**config.mk**
```make
export PLATFORM = sky130hd
export DESIGN_NAME = strict_priority_seat_queue
export DESIGN_NICKNAME = d
export VERILOG_FILES = /design/src/rtl/spsq_pkg.sv /design/src/rtl/strict_priority_seat_queue.sv /design/src/rtl/spsq_cell.sv
export VERILOG_INCLUDE_DIRS = /design/src /design/src/rtl
export SDC_FILE = /design/constraint.sdc
export NUM_CORES = 2
export LEC_CHECK = 0
export BUFFER_PORTS_ARGS = -buffer_cell sky130_fd_sc_hd__buf_2
export CORE_UTILIZATION = 35
export CTS_CLUSTER_SIZE = 14
export DETAILED_ROUTE_END_ITERATION = 12
export GPL_TIMING_DRIVEN = 0
export PLACE_DENSITY = 0.56
export RECOVER_POWER = 50
export SLEW_MARGIN = 15
export SYNTH_ARGS = -nofsm -noshare
export SYNTH_HDL_FRONTEND = slang
export SYNTH_SLANG_ARGS = --single-unit
```
**constraint.sdc**
```tcl
create_clock -name clk -period 13.3 [get_ports clk]
set_input_delay 1.995 -clock clk [delete_from_list [all_inputs] [get_ports clk]]
set_output_delay 1.995 -clock clk [all_outputs]
set_load 0.03 [all_outputs]
```
**src/rtl/assert_macros.svh**
```systemverilog
// Assertion macros of the seat queue RTL, used by its top level.
`ifndef ASSERT_MACROS_SVH
`define ASSERT_MACROS_SVH

// Checks that a condition holds at every clock edge outside reset.
`define SPSQ_ASSERT_ALWAYS(label, cond, msg) \
  label: assert property (@(posedge clk) disable iff (!rst_n) (cond)) else $error(msg);

// Checks that a consequence holds at every edge where its antecedent holds.
`define SPSQ_ASSERT_IMPLIES(label, ante, cons, msg) \
  label: assert property (@(posedge clk) disable iff (!rst_n) (ante) |-> (cons)) \
    else $error(msg);

`endif

```
**src/rtl/spsq_pkg.sv**
```systemverilog
// Shared types and constants of the strict priority seat queue.
package spsq_pkg;

  localparam int LVL_W         = 5;
  localparam int ID_W          = 8;
  localparam int CFG_W         = 7;
  localparam int CFG_IDX_W     = 1;
  localparam int WAIT_W        = 7;
  localparam int TOTAL_W       = 16;
  localparam int MAX_LEVELS    = 16;
  localparam int MAX_SLOTS_DEF = 64;
  localparam int IN_DATA_W     = 16;
  localparam int OUT_DATA_W    = 40;

  localparam logic [LVL_W-1:0] LEVEL_COUNT_RST = LVL_W'(16);
  localparam logic [CFG_W-1:0] SEAT_LIMIT_RST  = CFG_W'(64);

  localparam logic [CFG_IDX_W-1:0] CFG_LEVEL_COUNT = 1'b0;
  localparam logic [CFG_IDX_W-1:0] CFG_SEAT_LIMIT  = 1'b1;

  localparam logic REQ_ARRIVE   = 1'b0;
  localparam logic REQ_DISPATCH = 1'b1;

  typedef struct packed {
    logic             valid;
    logic [LVL_W-1:0] level;
    logic [ID_W-1:0]  id;
  } entry_t;

  typedef struct packed {
    logic             apply;
    logic             ins;
    logic [LVL_W-1:0] level;
    logic [ID_W-1:0]  id;
    logic [LVL_W-1:0] lim;
  } cell_cmd_t;

endpackage

```
**src/rtl/strict_priority_seat_queue.sv**
```systemverilog
// Top level of the strict priority seat queue built on a sorted chain of seats.
//
//   Channel  Dir  Beat contents (lowest bit first)
//   in_      in   tuser: req_type; tdata: requester_id, level
//   out_     out  tdata: accepted, dispatch_valid, served_id, served_level,
//                 waiting_count, total_dispatched
//   cfg_     in   index 0 level_count, index 1 seat_limit
//
// Each item takes its beat in ST_IDLE; in ST_EXEC every seat compares its level and
// the seats from the insertion or removal point on shift by one place at once.
// A result that is not taken holds the block in ST_EXEC.
// No seat needs clearing at reset beyond its valid flag.
`include "assert_macros.svh"

module strict_priority_seat_queue import spsq_pkg::*; #(
  parameter int MAX_SLOTS = MAX_SLOTS_DEF
) (
  input  logic                  clk,
  input  logic                  rst_n,
  input  logic                  in_tvalid,
  output logic                  in_tready,
  input  logic [IN_DATA_W-1:0]  in_tdata,   // requester_id, level, zero fill
  input  logic                  in_tuser,   // req_type
  output logic                  out_tvalid,
  input  logic                  out_tready,
  output logic [OUT_DATA_W-1:0] out_tdata,  // accepted, dispatch_valid, served_id,
                                            // served_level, waiting_count,
                                            // total_dispatched, zero fill
  input  logic                  cfg_we,
  input  logic [CFG_IDX_W-1:0]  cfg_index,
  input  logic [CFG_W-1:0]      cfg_wdata
);

  localparam int CNT_W = $clog2(MAX_SLOTS + 1);
  localparam int SW    = (CNT_W > CFG_W) ? CNT_W : CFG_W;

  typedef enum logic {ST_IDLE, ST_EXEC} state_t;

  state_t               state_r;
  logic [LVL_W-1:0]     level_count_r;
  logic [CFG_W-1:0]     seat_limit_r;
  logic                 req_ins_r;
  logic [ID_W-1:0]      req_id_r;
  logic [LVL_W-1:0]     req_lvl_r;
  logic [CNT_W-1:0]     count_r, count_nxt;
  logic [TOTAL_W-1:0]   total_r, total_nxt;
  logic                 out_valid_r;
  logic [OUT_DATA_W-1:0] out_data_r;

  logic [LVL_W-1:0]     eff_levels;
  logic [SW-1:0]        eff_seats;
  logic                 arrive_ok;
  logic                 out_free;
  logic                 finish;
  cell_cmd_t            cmd;

  entry_t               cell_entry [MAX_SLOTS];
  logic [MAX_SLOTS-1:0] cell_keep, cell_skip, cell_head, cell_valid;
  logic [ID_W-1:0]      served_id;
  logic [LVL_W-1:0]     served_level;
  logic                 found;
  logic [SW-1:0]        wait_sw;

  assign eff_levels = (level_count_r > LVL_W'(MAX_LEVELS)) ? LVL_W'(MAX_LEVELS)
                                                           : level_count_r;
  assign eff_seats  = (SW'(seat_limit_r) > SW'(MAX_SLOTS)) ? SW'(MAX_SLOTS)
                                                          : SW'(seat_limit_r);
  assign arrive_ok  = (req_lvl_r != '0) && (req_lvl_r <= eff_levels) &&
                      (SW'(count_r) < eff_seats);
  assign out_free   = !out_valid_r || out_tready;
  assign finish     = (state_r == ST_EXEC) && out_free;

  assign cmd = '{apply: finish && (req_ins_r ? arrive_ok : found),
                 ins:   req_ins_r,
                 level: req_lvl_r,
                 id:    req_id_r,
                 lim:   eff_levels};

  for (genvar i = 0; i < MAX_SLOTS; i++) begin : g_seat
    entry_t prev_e, next_e;
    logic   prev_k, prev_s;
    if (i == 0) begin : g_first
      assign prev_e = '0;
      assign prev_k = 1'b1;
      assign prev_s = 1'b1;
    end else begin : g_mid
      assign prev_e = cell_entry[i-1];
      assign prev_k = cell_keep[i-1];
      assign prev_s = cell_skip[i-1];
    end
    if (i == MAX_SLOTS - 1) begin : g_last
      assign next_e = '0;
    end else begin : g_more
      assign next_e = cell_entry[i+1];
    end
    spsq_cell u_cell (
      .clk        (clk),
      .rst_n      (rst_n),
      .cmd        (cmd),
      .prev_entry (prev_e),
      .prev_keep  (prev_k),
      .prev_skip  (prev_s),
      .next_entry (next_e),
      .entry      (cell_entry[i]),
      .keep       (cell_keep[i]),
      .skip       (cell_skip[i]),
      .head       (cell_head[i])
    );
    assign cell_valid[i] = cell_entry[i].valid;
  end

  always_comb begin
    served_id    = '0;
    served_level = '0;
    for (int i = 0; i < MAX_SLOTS; i++) begin
      served_id    = served_id    | (cell_head[i] ? cell_entry[i].id    : '0);
      served_level = served_level | (cell_head[i] ? cell_entry[i].level : '0);
    end
    found = |cell_head;
  end

  always_comb begin
    count_nxt = count_r;
    total_nxt = total_r;
    if (req_ins_r) begin
      if (arrive_ok) begin
        count_nxt = count_r + CNT_W'(1);
      end
    end else if (found) begin
      if (count_r != '0) begin
        count_nxt = count_r - CNT_W'(1);
      end
      if (total_r != '1) begin
        total_nxt = total_r + TOTAL_W'(1);
      end
    end
    wait_sw = SW'(count_nxt);
  end

  always_ff @(posedge clk) begin
    if (!rst_n) begin
      state_r       <= ST_IDLE;
      level_count_r <= LEVEL_COUNT_RST;
      seat_limit_r  <= SEAT_LIMIT_RST;
      count_r       <= '0;
      total_r       <= '0;
      out_valid_r   <= 1'b0;
    end else begin
      if (cfg_we) begin
        case (cfg_index)
          CFG_LEVEL_COUNT: level_count_r <= cfg_wdata[LVL_W-1:0];
          CFG_SEAT_LIMIT:  seat_limit_r  <= cfg_wdata;
          default: ;
        endcase
      end
      if (out_valid_r && out_tready) begin
        out_valid_r <= 1'b0;
      end
      case (state_r)
        ST_IDLE: begin
          if (in_tvalid) begin
            state_r <= ST_EXEC;
          end
        end
        ST_EXEC: begin
          if (out_free) begin
            state_r     <= ST_IDLE;
            count_r     <= count_nxt;
            total_r     <= total_nxt;
            out_valid_r <= 1'b1;
          end
        end
        default: state_r <= ST_IDLE;
      endcase
    end
  end

  always_ff @(posedge clk) begin
    if (state_r == ST_IDLE && in_tvalid) begin
      req_ins_r <= (in_tuser == REQ_ARRIVE);
      req_id_r  <= in_tdata[ID_W-1:0];
      req_lvl_r <= in_tdata[ID_W +: LVL_W];
    end
    if (finish) begin
      out_data_r <= {2'b00,
                     total_nxt,
                     wait_sw[WAIT_W-1:0],
                     req_ins_r ? '0 : served_level,
                     req_ins_r ? '0 : served_id,
                     !req_ins_r && found,
                     req_ins_r && arrive_ok};
    end
  end

  assign in_tready  = (state_r == ST_IDLE);
  assign out_tvalid = out_valid_r;
  assign out_tdata  = out_data_r;

  `SPSQ_ASSERT_ALWAYS(a_seats_packed, $onehot({1'b0, cell_valid} + (MAX_SLOTS + 1)'(1)),
    "occupied seats do not form a prefix of the chain")
  `SPSQ_ASSERT_ALWAYS(a_count_match, $countones(cell_valid) == int'(count_r),
    "waiting count disagrees with occupied seats")
  `SPSQ_ASSERT_IMPLIES(a_one_kind, out_valid_r && out_data_r[0], !out_data_r[1],
    "a beat reports both an arrival and a dispatch")

endmodule

```
**src/rtl/spsq_cell.sv**
```systemverilog
// One seat of the sorted chain: holds an entry and shifts with its neighbors.
module spsq_cell import spsq_pkg::*; (
  input  logic      clk,
  input  logic      rst_n,
  input  cell_cmd_t cmd,
  input  entry_t    prev_entry,
  input  logic      prev_keep,
  input  logic      prev_skip,
  input  entry_t    next_entry,
  output entry_t    entry,
  output logic      keep,
  output logic      skip,
  output logic      head
);

  logic             valid_r, valid_nxt;
  logic [LVL_W-1:0] level_r, level_nxt;
  logic [ID_W-1:0]  id_r, id_nxt;
  entry_t           load;
  logic             take;

  assign entry = '{valid: valid_r, level: level_r, id: id_r};
  assign keep  = valid_r && (level_r >= cmd.level);
  assign skip  = valid_r && (level_r > cmd.lim);
  assign head  = valid_r && !skip && prev_skip;

  always_comb begin
    take = 1'b0;
    load = next_entry;
    if (cmd.apply) begin
      if (cmd.ins) begin
        take = !keep;
        load = prev_keep ? entry_t'{valid: 1'b1, level: cmd.level, id: cmd.id} : prev_entry;
      end else begin
        take = !skip;
        load = next_entry;
      end
    end
    valid_nxt = take ? load.valid : valid_r;
    level_nxt = take ? load.level : level_r;
    id_nxt    = take ? load.id : id_r;
  end

  always_ff @(posedge clk) begin
    if (!rst_n) begin
      valid_r <= 1'b0;
    end else begin
      valid_r <= valid_nxt;
    end
  end

  always_ff @(posedge clk) begin
    level_r <= level_nxt;
    id_r    <= id_nxt;
  end

endmodule

```
==> summary.txt <==
GRT
  • GRT Resource Usage Total: 46.3%
  • First-pass GRT wire length: 606,000 um
  • Initial antenna violation count: 110
  • Grt total ovfl: 0
  • Vias in the first global route: 62,063
  • Largest net degree at the start of global routing: 37

STA
  • RSZ-0062 raised after global routing: false
  • Slew Limit Fails: 115
  • Setup TNS: 0 ps
  • Final Critical Period: 10,430 ps
  • Fin crit share: 78.4%
  • Fmax: 95.9 MHz
  • PnR worst setup slack: 2870 ps
  • Final hold vios: 0
  • Clk_skew: 37.7 ps
  • Min Hold Slack: 452 ps
  • Slew HR: -105%
  • Endpoints failing setup: 0
  • Worst-margin pin slew: 3080 ps

Routing
  • Via density: 6.67
  • Drt drc: 0
  • DR pass1 iterations: 9
  • Routed WL: 470,000 um
  • DRT antenna net count: 0
  • Vias: 68,638
  • Initial DRC Count: 10,575
  • Wirelength per Cell: 45.7 um

Clock network
  • TritonCTS Buffers: 117
  • Worst-Skew Late Latency: 830 ps
  • Resized Gates After CTS: 0
  • CTS tree: yes
  • CTS max path bufs: 3
  • Clock Pin Slew Worst Setup and Hold Paths: 70 ps
  • # Post-CTS Setup Buffers: 0
  • CTS HTree Levels: 3
  • Hold buffer count at cts: 0
  • Clock Sinks: 985
  • Root buf cell: clkbuf_16

Critical path
  • Max incr delay on CP: 2000 ps
  • Startpoint Class: flip-flop
  • CP required: 13,840 ps
  • Crit-path slowest cell: clkinvlp_2
  • Worst-path cell chain: clkbuf_1 > clkinvlp_2 > clkbuf_1 > ha_1 > nor2b_1 > o21a_1 > o21ai_0 > a21oi_1 > o22a_1 > or3_1 > clkbuf_1 > inv_1 > nand2_1 > clkbuf_1 > clkbuf_1 > clkbuf_1 > clkbuf_1 > nor2_1
  • Top Family by Delay on Critical Path: buffers and inverters
  • Crit path top cell by count: clkbuf_1
  • CP arrival: 10,960 ps
  • Buf/Inv on CP: 9
  • CP max FO: 12
  • Crit Path Category: reg2reg
  • Critical path endpoint category: flip-flop

Yosys
  • EDFF count, synth: 884
  • Ranking of synthesized cells by area: edfxtp_1, ha_1, mux2i_1, o21ai_0, nand2_1
  • Synth area leader: edfxtp_1
  • Fraction of registers with async set/reset: 0%
  • Sequential fraction of the synthesis area: 41.8%
  • Commonest cells in the netlist: nand2_1, o21ai_0, edfxtp_1
  • Cell count after synthesis: 7,313
  • Syn. warnings: 0
  • Top-count cell post-synth: nand2_1
  • Average size of a mapped cell: 9.34 um2
  • Post-synthesis register bit count: 985
  • Share of the synthesized area in the top cell type: 38.9%
  • Synth cell types: 90
  • Main flop type after synthesis: edfxtp_1
  • Post-Syn Area: 68,300 um2

Run
  • Total of max-cap violations: 6

Floorplanning
  • Die height: 444 um
  • Initial core utilization: 35.3%
  • Ports: 72
  • Core area: 193,000 um2
  • Cell Rows: 161
  • Die ar.: 197,000 um2
  • Die Wd: 444 um

Cells and area
  • Final cell count without fillers: 10,285
  • Final core utilization: 40.2%
  • P&R area growth vs syn: 13.6%
  • Layout Nets: 8,273
  • # fillers: 19,275
  • Layout cells sized above 1: 6.12%

Pwr
  • Power density over the cells: 112 nW/um2
  • VDD IR max: 103 uV
  • Pleak: 33.5 nW

Min path
  • Hold Path Class: reg2reg

Outcome
  • Outcome: finished, violations left
  • Failing checks: max-capacitance violations, max-slew violations

Place
  • Dpl hpwl: 386,000 um
  • Number of port buffers: 64
  • Place WS: 6090 ps
  • Gp weighted congestion: 1.10
  • Post-placement cell count: 9,994
## area by class of cell
cell class | count | area, um2 | share of cell area [%]
Buffer | 557 | 2220 | 2.86
Sequential cell | 985 | 28600 | 36.8
Tap cell | 2526 | 3160 | 4.07
Clock buffer | 169 | 3320 | 4.28
Inverter | 170 | 641 | 0.826
Antenna cell | 66 | 165 | 0.213
Timing Repair Buffer | 155 | 1680 | 2.16
Multi-Input combinational cell | 5602 | 37200 | 48.0
Clock inverter | 55 | 587 | 0.756
## layer usage
layer	track usage, %	share of wire, %	vias to the layer above	wire length, um
li1	-	-	28055	-
met1	58.9	39	34710	184000
met2	69.1	43	4772	200000
met3	13.1	11	1041	50200
met4	28.8	7.4	60	34500
met5	0.708	0.098	-	461
## layout by cell type, fill, tap and decap left out, drive strengths merged, types with 66 or more instances in the layout
cell type  instances
nand2           1217
o21ai           1010
edfxtp           884
clkbuf           677
ha               655
mux2i            513
a21oi            439
nor2             349
buf              204
a21o             174
inv              171
a22oi            164
nand4            130
dfxtp            101
nor3              96
a22o              86
nand3             85
a222oi            81
nor2b             70
nand2b            67
diode             66
## state kept, by name, summed over array words and instances, names as in the netlist
name,flops
state_r,1
req_ins_r,1
g_seat.u_cell.valid_r,64
out_tdata,38
g_seat.u_cell.id_r,512
count_r,7
req_id_r,8
seat_limit_r,7
out_tvalid,1
level_count_r,5
req_lvl_r,5
g_seat.u_cell.level_r,320
total_r,16
## where the power goes
group / internal, mW / leakage, nW / switching [mW]
Sequential: 3.59 / 8.90 / 0.432
Clock: 1.91 / 1.91 / 1.48
Combinational: 0.420 / 22.7 / 0.883
## tightest hold or removal path, cell delays in order (launching register included)
cell,delay [ps]
dfxtp_1,300
nand2_1,50
a21oi_1,50
## worst paths after layout
kind / end / cells after the start / slack (ps) / from
hold reg to reg: seat_limit_r[0]$_SDFFE_PN0P_ / 2 / 450 / seat_limit_r[0]$_SDFFE_PN0P_
setup reg to reg: g_seat[63].u_cell.level_r[2]$_SDFFCE_PN0P_ / 18 / 2870 / req_lvl_r[0]$_DFFE_PP_
setup / recovery: g_seat[63].u_cell.level_r[2]$_SDFFCE_PN0P_ / 18 / 2870 / req_lvl_r[0]$_DFFE_PP_
hold / removal: seat_limit_r[0]$_SDFFE_PN0P_ / 2 / 450 / seat_limit_r[0]$_SDFFE_PN0P_
## cells by family (layout without fill, tap and decap cells)
group                      count (synthesis)  after routing  share of synthesized area [%]
xor gates and xnor gates                  14             14                          0.180
muxes                                    518            518                           7.60
DFF                                      985            985                           41.8
adders and majority gates                655            655                           12.0
buffers and inverters                    727           1106                           4.16
and+or+nand+nor                         2181           2181                           14.1
AOI/OAI and AO/OA                       2232           2232                           20.1
other                                      1             68                        0.00549
## through the flow
stage          power [mW]  cell area (um2)
3_3_place_gp         5.23            71800
6_report             8.72            77600
2_1_floorplan        4.55            68300
4_1_cts              8.64            77600
3_5_place_dp         5.31            73700
5_1_grt              8.88            77500
No activity file was read; power rests on OpenSTA's default activity.
